$ cat src/rtl/core/wrp_pkg.sv
// ----------------------------------------------------------------------------
// wrp_pkg
// shared constants and types for the windowed range position core
// ----------------------------------------------------------------------------
package wrp_pkg;

  localparam int HISTORY_DEPTH = 128;
  localparam int SLOT_W        = $clog2(HISTORY_DEPTH);
  localparam int HELD_W        = $clog2(HISTORY_DEPTH + 1);
  localparam int WINDOW_W      = 7;
  localparam int SPAN_W        = (HELD_W > WINDOW_W + 1) ? HELD_W : WINDOW_W + 1;
  localparam int PRICE_W       = 32;
  localparam int FRAC_W        = 16;
  localparam int POS_W         = FRAC_W + 1;
  localparam int DIV_CNT_W     = $clog2(FRAC_W + 1);

  localparam logic [WINDOW_W-1:0] WINDOW_RESET = WINDOW_W'(60);
  localparam logic [POS_W-1:0]    POS_FULL     = POS_W'(1) << FRAC_W;

  typedef struct packed {
    logic               start;
    logic [PRICE_W-1:0] numer;
    logic [PRICE_W-1:0] denom;
  } div_req_t;

  typedef struct packed {
    logic              done;
    logic [FRAC_W-1:0] quotient;
  } div_rsp_t;

endpackage

$ cat src/rtl/core/wrp_div.sv
// ----------------------------------------------------------------------------
// wrp_div
// restoring divider, one quotient bit per cycle, fractional quotient
// ----------------------------------------------------------------------------
module wrp_div (
  input  logic              clk,
  input  logic              rst,
  input  wrp_pkg::div_req_t req,
  output wrp_pkg::div_rsp_t rsp
);

  logic                                 busy;
  logic [wrp_pkg::DIV_CNT_W-1:0]        count;
  logic [wrp_pkg::PRICE_W-1:0]          rem;
  logic [wrp_pkg::PRICE_W-1:0]          denom;
  logic [wrp_pkg::FRAC_W-1:0]           quo;
  logic [wrp_pkg::PRICE_W:0]            shifted;
  logic [wrp_pkg::PRICE_W:0]            diff;
  logic                                 fits;
  logic                                 done;

  // remainder stays below the divisor, so one extra bit holds the shift
  assign shifted = {rem, 1'b0};
  assign diff    = shifted - {1'b0, denom};
  assign fits    = shifted >= {1'b0, denom};

  always_ff @(posedge clk) begin
    if (rst) begin
      busy  <= 1'b0;
      done  <= 1'b0;
      count <= '0;
    end else begin
      done <= 1'b0;
      if (req.start) begin
        busy  <= 1'b1;
        count <= wrp_pkg::DIV_CNT_W'(wrp_pkg::FRAC_W);
      end else if (busy) begin
        count <= count - 1'b1;
        if (count == wrp_pkg::DIV_CNT_W'(1)) begin
          busy <= 1'b0;
          done <= 1'b1;
        end
      end
    end
  end

  always_ff @(posedge clk) begin
    if (req.start) begin
      rem   <= req.numer;
      denom <= req.denom;
      quo   <= '0;
    end else if (busy) begin
      rem <= fits ? diff[wrp_pkg::PRICE_W-1:0] : shifted[wrp_pkg::PRICE_W-1:0];
      quo <= {quo[wrp_pkg::FRAC_W-2:0], fits};
    end
  end

  assign rsp.done     = done;
  assign rsp.quotient = quo;

endmodule

$ cat config.mk
export PLATFORM = sky130hd
export DESIGN_NAME = wrp_div
export DESIGN_NICKNAME = d
export VERILOG_FILES = /design/src/rtl/core/wrp_pkg.sv /design/src/rtl/core/wrp_div.sv
export SDC_FILE = /design/constraint.sdc
export NUM_CORES = 1
export LEC_CHECK = 0
export ABC_AREA = 1
export BUFFER_PORTS_ARGS = -buffer_cell sky130_fd_sc_hd__buf_2
export CORE_UTILIZATION = 55
export CTS_BUF_LIST = sky130_fd_sc_hd__clkbuf_8
export CTS_CLUSTER_SIZE = 10
export DETAILED_ROUTE_END_ITERATION = 16
export GPL_ROUTABILITY_DRIVEN = 1
export PLACE_DENSITY = 0.88
export SLEW_MARGIN = 0
export SYNTH_ARGS = -nofsm -noshare
export SYNTH_HDL_FRONTEND = slang
export SYNTH_SLANG_ARGS = --single-unit
$ cat constraint.sdc
create_clock -name clk -period 2.8 [get_ports clk]
set_clock_uncertainty 0.15 [all_clocks]
set_input_delay 0 -clock clk [delete_from_list [all_inputs] [get_ports clk]]
set_output_delay 0 -clock clk [all_outputs]
set_load 0.005 [all_outputs]
Word-level counts from Yosys, hierarchy flattened
Cells that the tools add are included.
{"block": "totals", "inputBits": 67, "register_bits": 87, "elab_cells": 24, "out_inout_bits": 17}
{"block": "classes", "bitwise": 1, "reduce_logical": 3, "n_lt_le_gt_ge": 1, "eq_ne": 1, "n_mux": 9, "n_addsub": 2}
{"operator": "32-bit 2-to-1 mux", "n": 3}
{"operator": "33-bit by 32-bit >= comparator with 1-bit output", "n": 1}
{"operator": "32-bit subtractor", "n": 1}
{"operator": "5-bit 2-to-1 mux", "n": 2}
{"operator": "5-bit by 1-bit equality test with 1-bit output, second input constant", "n": 1}
{"operator": "5-bit by 1-bit subtractor with 5-bit output, second input constant", "n": 1}
{"operator": "1-bit 2-to-1 mux", "n": 4}
{"operator": "3-bit OR reduction", "n": 1}
{"operator": "2-bit nonzero test", "n": 1}
{"operator": "2-bit OR reduction", "n": 1}
{"operator": "1-bit NOT", "n": 1}

Logic depth before layout (Yosys ltp)
Gate-level depths: netlist of the first run.
{"block": "depth", "word_depth": 4, "depth_mapped": 17, "depth_no_buf": 16}

Worst setup path after synthesis of the first run
OpenSTA, ideal clock, no wires.
{"block": "synth_timing", "kind": "register -> register", "from": "register busy", "to": "register rem[0] (netlist bit) (enable)", "path_stages_with_launch": 4, "path_buffers": 1, "setup_time_ns": 0.409, "t_required_ns": 2.241, "arrival_ns": 1.763, "setup_slack_ns": 0.478, "cell_sequence": "dfxtp_1 inv_1 nand2_1 clkbuf_1"}
{"block": "synth_between", "elab_chain_cells": 1}
{"element": "start, declared", "line": "wrp_div.sv:12", "text": "logic busy;"}
{"element": "start signal, assigned", "line": "wrp_div.sv:29", "text": "busy <= 1'b0;"}
{"element": "start signal, assigned", "line": "wrp_div.sv:35", "text": "busy <= 1'b1;"}
{"element": "start signal, assigned", "line": "wrp_div.sv:40", "text": "busy <= 1'b0;"}
{"element": "2-bit nonzero test (no line)"}
{"element": "end signal, assigned", "line": "wrp_div.sv:49", "text": "rem <= req.numer;"}
{"element": "end signal, assigned", "line": "wrp_div.sv:53", "text": "rem <= fits ? diff[wrp_pkg::PRICE_W-1:0] : shifted[wrp_pkg::PRICE_W-1:0];"}
{"element": "end, declared", "line": "wrp_div.sv:14", "text": "logic [wrp_pkg::PRICE_W-1:0] rem;"}
Every way passes these cells.
A chain may end at the register's enable or synchronous reset.

Worst setup path after layout of the first run
{"block": "layout_timing", "from": "register rem[6] (netlist bit)", "to": "register rem[27] (netlist bit) (data pin)"}
{"block": "layout_between", "elab_chain_cells": 4, "elab_cells_between_ends": 5}
{"element": "32-bit subtractor / 33-bit by 32-bit >= comparator with 1-bit output (equally long branches)", "line": "wrp_div.sv:24, wrp_div.sv:25"}
{"element": "32-bit 2-to-1 mux (*)", "line": "wrp_div.sv:53"}
{"element": "32-bit 2-to-1 mux (*)", "line": "wrp_div.sv:52", "text": "end else if (busy) begin"}
{"element": "32-bit 2-to-1 mux (*)", "line": "wrp_div.sv:48", "text": "if (req.start) begin"}
Every way passes the cells marked *; elsewhere a longest branch is shown, timed or not. The select of a mux whose other input is x is not followed.

==> metrics.txt, run 1 <==
placed cell count 1119; root buf cell clkbuf_8; Starting Density 0.575; nets 1160; power density over the cells 632 nW/µm²; area delta synth->final 22.6%; CTS tree yes; Cell Area, Synth 6350 µm²; final setup fails 0; RePlAce Congestion 0.998; most frequent cell after synthesis nand2_1; Via density 5.10; DR vias 6138; port buffer count 83; Warnings, synthesis 0; Worst Setup End Kind flop; Most common cell on crit path nand2_1; grt peak-use layer met2; Post-synth top flop edfxtp_1; Avg Inst Size Synth 6.99 µm²; Slew Limit Fails 0; Crit path max-delay family simple AND/OR/NAND/NOR gates; clk sinks 87; DRC 0; Logic pwr share 0.473; Die Y 109 µm; Post-DRT Antenna Nets 0; top cells by area, synth edfxtp_1 30%, nand2_1 19%, inv_1 11%, dfxtp_1 7.3%, ha_1 6.7%; switch share 0.415; synth cell count leaders 325 x nand2_1, 187 x inv_1, 67 x nand3_1; worst-path fanout max 16; min Tclk post-route 2.70 ns; vias in the first global route 6120; I/O pin cnt 84; M2 GR Usage 0.534; Final HPWL DP 12100 µm; Syn Nets 1010; Die ar. 12000 µm²; M3 GR Usage 0.0788; HP Class primary input to flop; row count 38; async set-or-reset flop fraction in the synthesized netlist 0; Final WS setup 0.0976 ns; period utilization 0.965; cell count after synthesis 908; EDFF count, synth 64; CTS Buffer Depth 2; critical path type flop to flop; Seq pwr share 0.339; Post-Route Utilization 0.705; initial antenna violation count 0; die width 109 µm; CTS clock-pin slew for the worst setup and hold paths 0.10 ns; CORE AREA 11000 µm²; Yosys top cell by area edfxtp_1; DR iter-0 viols 415; post-DR wirelength/cell 14.6 µm; fillers 903; H-tree Lvls 3; sequential area share after synthesis 0.375; CP max-delay cell edfxtp_1; Slew @ Worst Pin 0.732 ns; CP Cell Sequence ha_1, nand2_1, nor2_2, nand3_1, nor2_1, nand2_1, nor2_4, nor2_4, buf_12, nand2_4, nand3_1, nand2_1, nand2_1; Worst Hold Slack 0.140 ns; Global Route Usage Sum 0.308; Routed WL 17500 µm; Max Cap Viol 0; Final Hold Vio Count 0; Buffers & Inverters on Critical Path 1; worst rel slew slack 0.512; status finished clean; Psw 0.00204 W; M1 GR Usage 0.365; Synth Register Bits 87; # diodes 0; drt first pass iters 6; clk_lat worst skew 0.39 ns; Register Area 2380 µm²; TritonCTS Buffers 9; Worst setup SP type flop; required time worst endpoint 2.80 ns; area of the multi-input gates 3140 µm²; crit-path max cell delay 0.40 ns; gr ovfl total 0; Finished Layout Cells 1203; Critical Path AT 2.71 ns; first-pass GRT wire length 27900 µm; VDD IR max 0.580 mV; power share of the clock group 0.188; fraction of layout instances using a drive strength above 1 0.133; Max Fclk 370 MHz; area fraction of the dominant cell type after synthesis 0.303; largest net degree at the start of global routing 67; post-synth cell types 36; pre-CTS setup slack 0.0718 ns; Int Power 0.00287 W; LEAKAGE 4.12 nW
==> metal layers <==
metal / wire, µm / up-vias
met4: 532 / 0
met5: 0 / -
li1: - / 3116
met1: 7490 / 2761
met2: 8340 / 215
met3: 1160 / 46
==> stage by stage <==
step,cell area (µm²),total power [W],setup TNS (ns)
final,7780,0.00491,0
after global routing,7780,0.00527,-0.00444
after CTS,7730,0.00482,0
after detailed placement,6890,0.00384,0
after global placement,6890,0.00380,0
after floorplan,6350,0.00333,0
==> registers in the layout, summed over array words and instances, names as in the netlist <==
signal and flops:
busy 1, count 5, denom 32, done 1
quo 16, rem 32
==> kinds of logic after synthesis <==
family / after synthesis / synth area share
compound gates: 48 / 0.0438
xor+xnor: 16 / 0.0221
fa+ha+maj: 35 / 0.0702
buf+inv: 210 / 0.132
flops: 87 / 0.375
simple gates: 512 / 0.356
==> worst min-delay path: stages <==
cell and delay, ns:
buf_2 0.08, inv_1 0.07, buf_4 0.28, a31oi_1 0.20
==> cell type report <==
| cell class | instances | area share |
|---|---|---|
| repair buffers | 158 | 0.151 |
| multi-input cells | 612 | 0.404 |
| well taps | 140 | 0.0225 |
| clock buffers | 9 | 0.0159 |
| inverters | 190 | 0.0917 |
| clock inverters | 7 | 0.00917 |
| flip-flops and latches | 87 | 0.306 |
==> final timing paths <==
kind / start / to / slack, ns / cells after the start
worst max register to register: rem[6] / rem[27] / 0.1 / 13
worst min register to register: count[4] / count[4] / 0.33 / 2
worst max-delay path: rem[6] / rem[27] / 0.1 / 13
worst min-delay path: req[64] / count[4] / 0.14 / 4
==> power by group through the flow <==
| stage | sequential [W] | combinational [W] | clock (W) |
|---|---|---|---|
| 3_3_place_gp | 0.00168 | 0.00211 | 0 |
| 2_1_floorplan | 0.00166 | 0.00167 | 0 |
| 4_1_cts | 0.00166 | 0.00224 | 0.000927 |
| 3_5_place_dp | 0.00169 | 0.00215 | 0 |
| 6_report | 0.00167 | 0.00233 | 0.000922 |
| 5_1_grt | 0.00168 | 0.00262 | 0.000972 |
==> timing repair <==
action,in CTS,in global routing
resized for setup,0,3
buffers inserted,0,2
endpoints found under the hold margin,71,0
setup endpoints to repair,0,27
hold buffers,65,0
==> cells in the final DEF (no fill, tap or decap), types with 3 or more instances in the layout <==
| cell type | instances |
|---|---|
| nand2_1 | 324 |
| inv_1 | 188 |
| buf_2 | 83 |
| nand3_1 | 67 |
| dlygate4sd3_1 | 65 |
| edfxtp_1 | 64 |
| nor2_1 | 48 |
| ha_1 | 34 |
| nand3b_1 | 25 |
| dfxtp_1 | 23 |
| a21oi_1 | 20 |
| o22ai_1 | 14 |
| xnor2_1 | 13 |
| nand2_2 | 10 |
| nand4_1 | 9 |
| clkbuf_8 | 9 |
| nand3_2 | 7 |
| buf_4 | 7 |
| nor2_2 | 5 |
| and2_1 | 5 |
| nor3_1 | 5 |
| o21ai_0 | 5 |
| inv_2 | 3 |
| o21bai_1 | 3 |
| xor2_1 | 3 |
| inv_6 | 3 |
(Power assumes the default switching activity.)
==> run 2: changes to the inputs <==
- REMOVE_ABC_BUFFERS: not set -> 1
==> run 2 against run 1 <==
Power increased by 0.42%. Count of clock-buffer cells in the layout did not move. Worst hold slack improved by 0.0065 ns. Via count down 1.1%. Register-to-register slack gained 0.09 ns. Critical path type unchanged. Combinational power shrank 2%. Critical path depth increased by 3. First-iteration DRC count grew 16%. Highest routed layer unchanged.
==> metrics.txt, run 2 (same netlist as run 1, synthesis figures left out) <==
status finished clean; setup bufs post-CTS 0; root buf cell clkbuf_8; power density over the cells 632 nW/µm²; RSZ-0062 raised after global routing no; port buffer count 83; Worst Setup End Kind flop; r2r setup slk 0.18 ns; Top Registers denom (32), rem (32), quo (16); RePlAce Congestion 0.960; CTS Buffer Depth 2; critical path type flop to flop; DRC 0; Global Route Usage Sum 0.299; post-DR wirelength/cell 14.2 µm; period utilization 0.934; die width 109 µm; Slew @ Worst Pin 0.743 ns; Via density 5.04; Post-Route Utilization 0.707; worst hold path startpoint req[1]; nets 1161; HP Class primary input to flop; post-route design area 7800 µm²; worst r2r src rem[7]; H-tree Lvls 3; Final Hold Vio Count 0; commonest cells after routing, fill and taps aside 324 x nand2_1, 187 x inv_1, 83 x buf_2; Slew Limit Fails 0; Critical Path AT 2.62 ns; switch share 0.416; row count 38; CTS clock-pin slew for the worst setup and hold paths 0.10 ns; DR iter-0 viols 480; required time worst endpoint 2.80 ns; WHS Path Cells 2; Psw 0.00205 W; cell count of the worst reg-to-reg path 16; VDD IR max 0.613 mV; hold endpoint denom[1]; first-pass GRT wire length 27100 µm; Logic pwr share 0.462; Setup TNS 0 ns; I/O pin cnt 84; largest net degree at the start of global routing 67; power share of the clock group 0.201; # diodes 0; initial antenna violation count 0; CTS tree yes; Max Cap Viol 0; DR vias 6073; Die ar. 12000 µm²; gr ovfl total 0; worst-path fanout max 13; drt first pass iters 5; r2r endpoint rem[27]; commonest non-fill, non-tap cell in the layout nand2_1; CORE AREA 11000 µm²; worst rel slew slack 0.505; Die Y 109 µm; clk_lat worst skew 0.40 ns; final setup fails 0; fraction of layout instances using a drive strength above 1 0.133; vias in the first global route 5847; DP Area 6880 µm²; TritonCTS Buffers 9; Int Power 0.00288 W; LEAKAGE 4.13 nW; Worst setup SP type flop; clk sinks 87; Starting Density 0.575; Final HPWL DP 11700 µm; Routed WL 17100 µm; min Tclk post-route 2.62 ns; Seq pwr share 0.336; area delta synth->final 22.9%; Max Fclk 382 MHz; Post-DRT Antenna Nets 0
==> run 2: cell types whose count changed in the layout (fill, tap and decap cells not counted), moves of 2 or more <==
cell / previous run / this run
buf_12: 2 / 0
buf_4: 7 / 9
inv_6: 3 / 1
dlygate4sd3_1: 65 / 67
inv_8: 0 / 3
==> run 2: worst max-delay path, cell delays in order (launching register included) <==
cell	delay (ns)
edfxtp_1	0.43
ha_1	0.40
nand2_2	0.13
inv_1	0.04
nand2_1	0.05
nand2_1	0.06
inv_1	0.07
nand3_2	0.10
nand2_2	0.10
nand2_2	0.08
nand2_4	0.18
buf_4	0.27
nand3_2	0.08
nand2_1	0.06
inv_1	0.04
nand2_1	0.05
nand2_1	0.05
==> run 2: layer usage <==
layer / track usage / share of wire / vias up
li1: - / - / 3117
met1: 0.366 / 0.43 / 2767
met2: 0.519 / 0.49 / 169
met3: 0.0800 / 0.065 / 20
met4: 0.0810 / 0.017 / 0
met5: 0 / 0 / -
==> run 2: how the worst max path moves through the flow <==
stage | from | endpoint | slack [ns] | depth (start not counted)
floorplan | rem[28] | rem[0] | 0.30 | 11
global placement | rem[19] | rem[4] | 0.22 | 13
detailed placement | rem[14] | rem[4] | 0.17 | 13
CTS | rem[14] | rem[26] | 0.12 | 13
global route | rem[7] | rem[27] | 0.008 | 16
finish | rem[7] | rem[27] | 0.18 | 16
==> run 2: area by class of cell <==
type,instances,area (µm²)
repair buffers,159,1150
clock inverters,7,97.6
clock buffers,9,124
multi-input cells,612,3160
inverters,190,713
flip-flops and latches,87,2380
fillers,919,3230
well taps,140,175
==> run 2: per-stage QoR <==
step | setup slack (ns) | hold WS, ns | power (W) | instances
CTS | 0.119 | 0.133 | 0.00488 | 1203
global placement | 0.216 | 0.0267 | 0.00378 | 1120
global route | 0.00790 | 0.142 | 0.00531 | 1204
detailed placement | 0.170 | 0.0281 | 0.00382 | 1120
floorplan | 0.296 | -0.0806 | 0.00327 | 888
finish | 0.184 | 0.147 | 0.00493 | 1204
==> run 2: repair_timing <==
item                                    4_1_cts  5_1_grt
gates resized for setup                       0        4
hold buffers                                 67        0
endpoints found under the setup margin        0       31
hold endpoints to repair                     73        0
==> run 2: power by group through the flow <==
stage                     combinational (W)  clock (W)  sequential, W
after floorplan                     0.00161          0        0.00166
after global placement              0.00211          0        0.00167
after detailed placement            0.00214          0        0.00168
after CTS                           0.00223   0.000995        0.00166
final                               0.00228   0.000993        0.00166
after global routing                0.00258    0.00106        0.00168
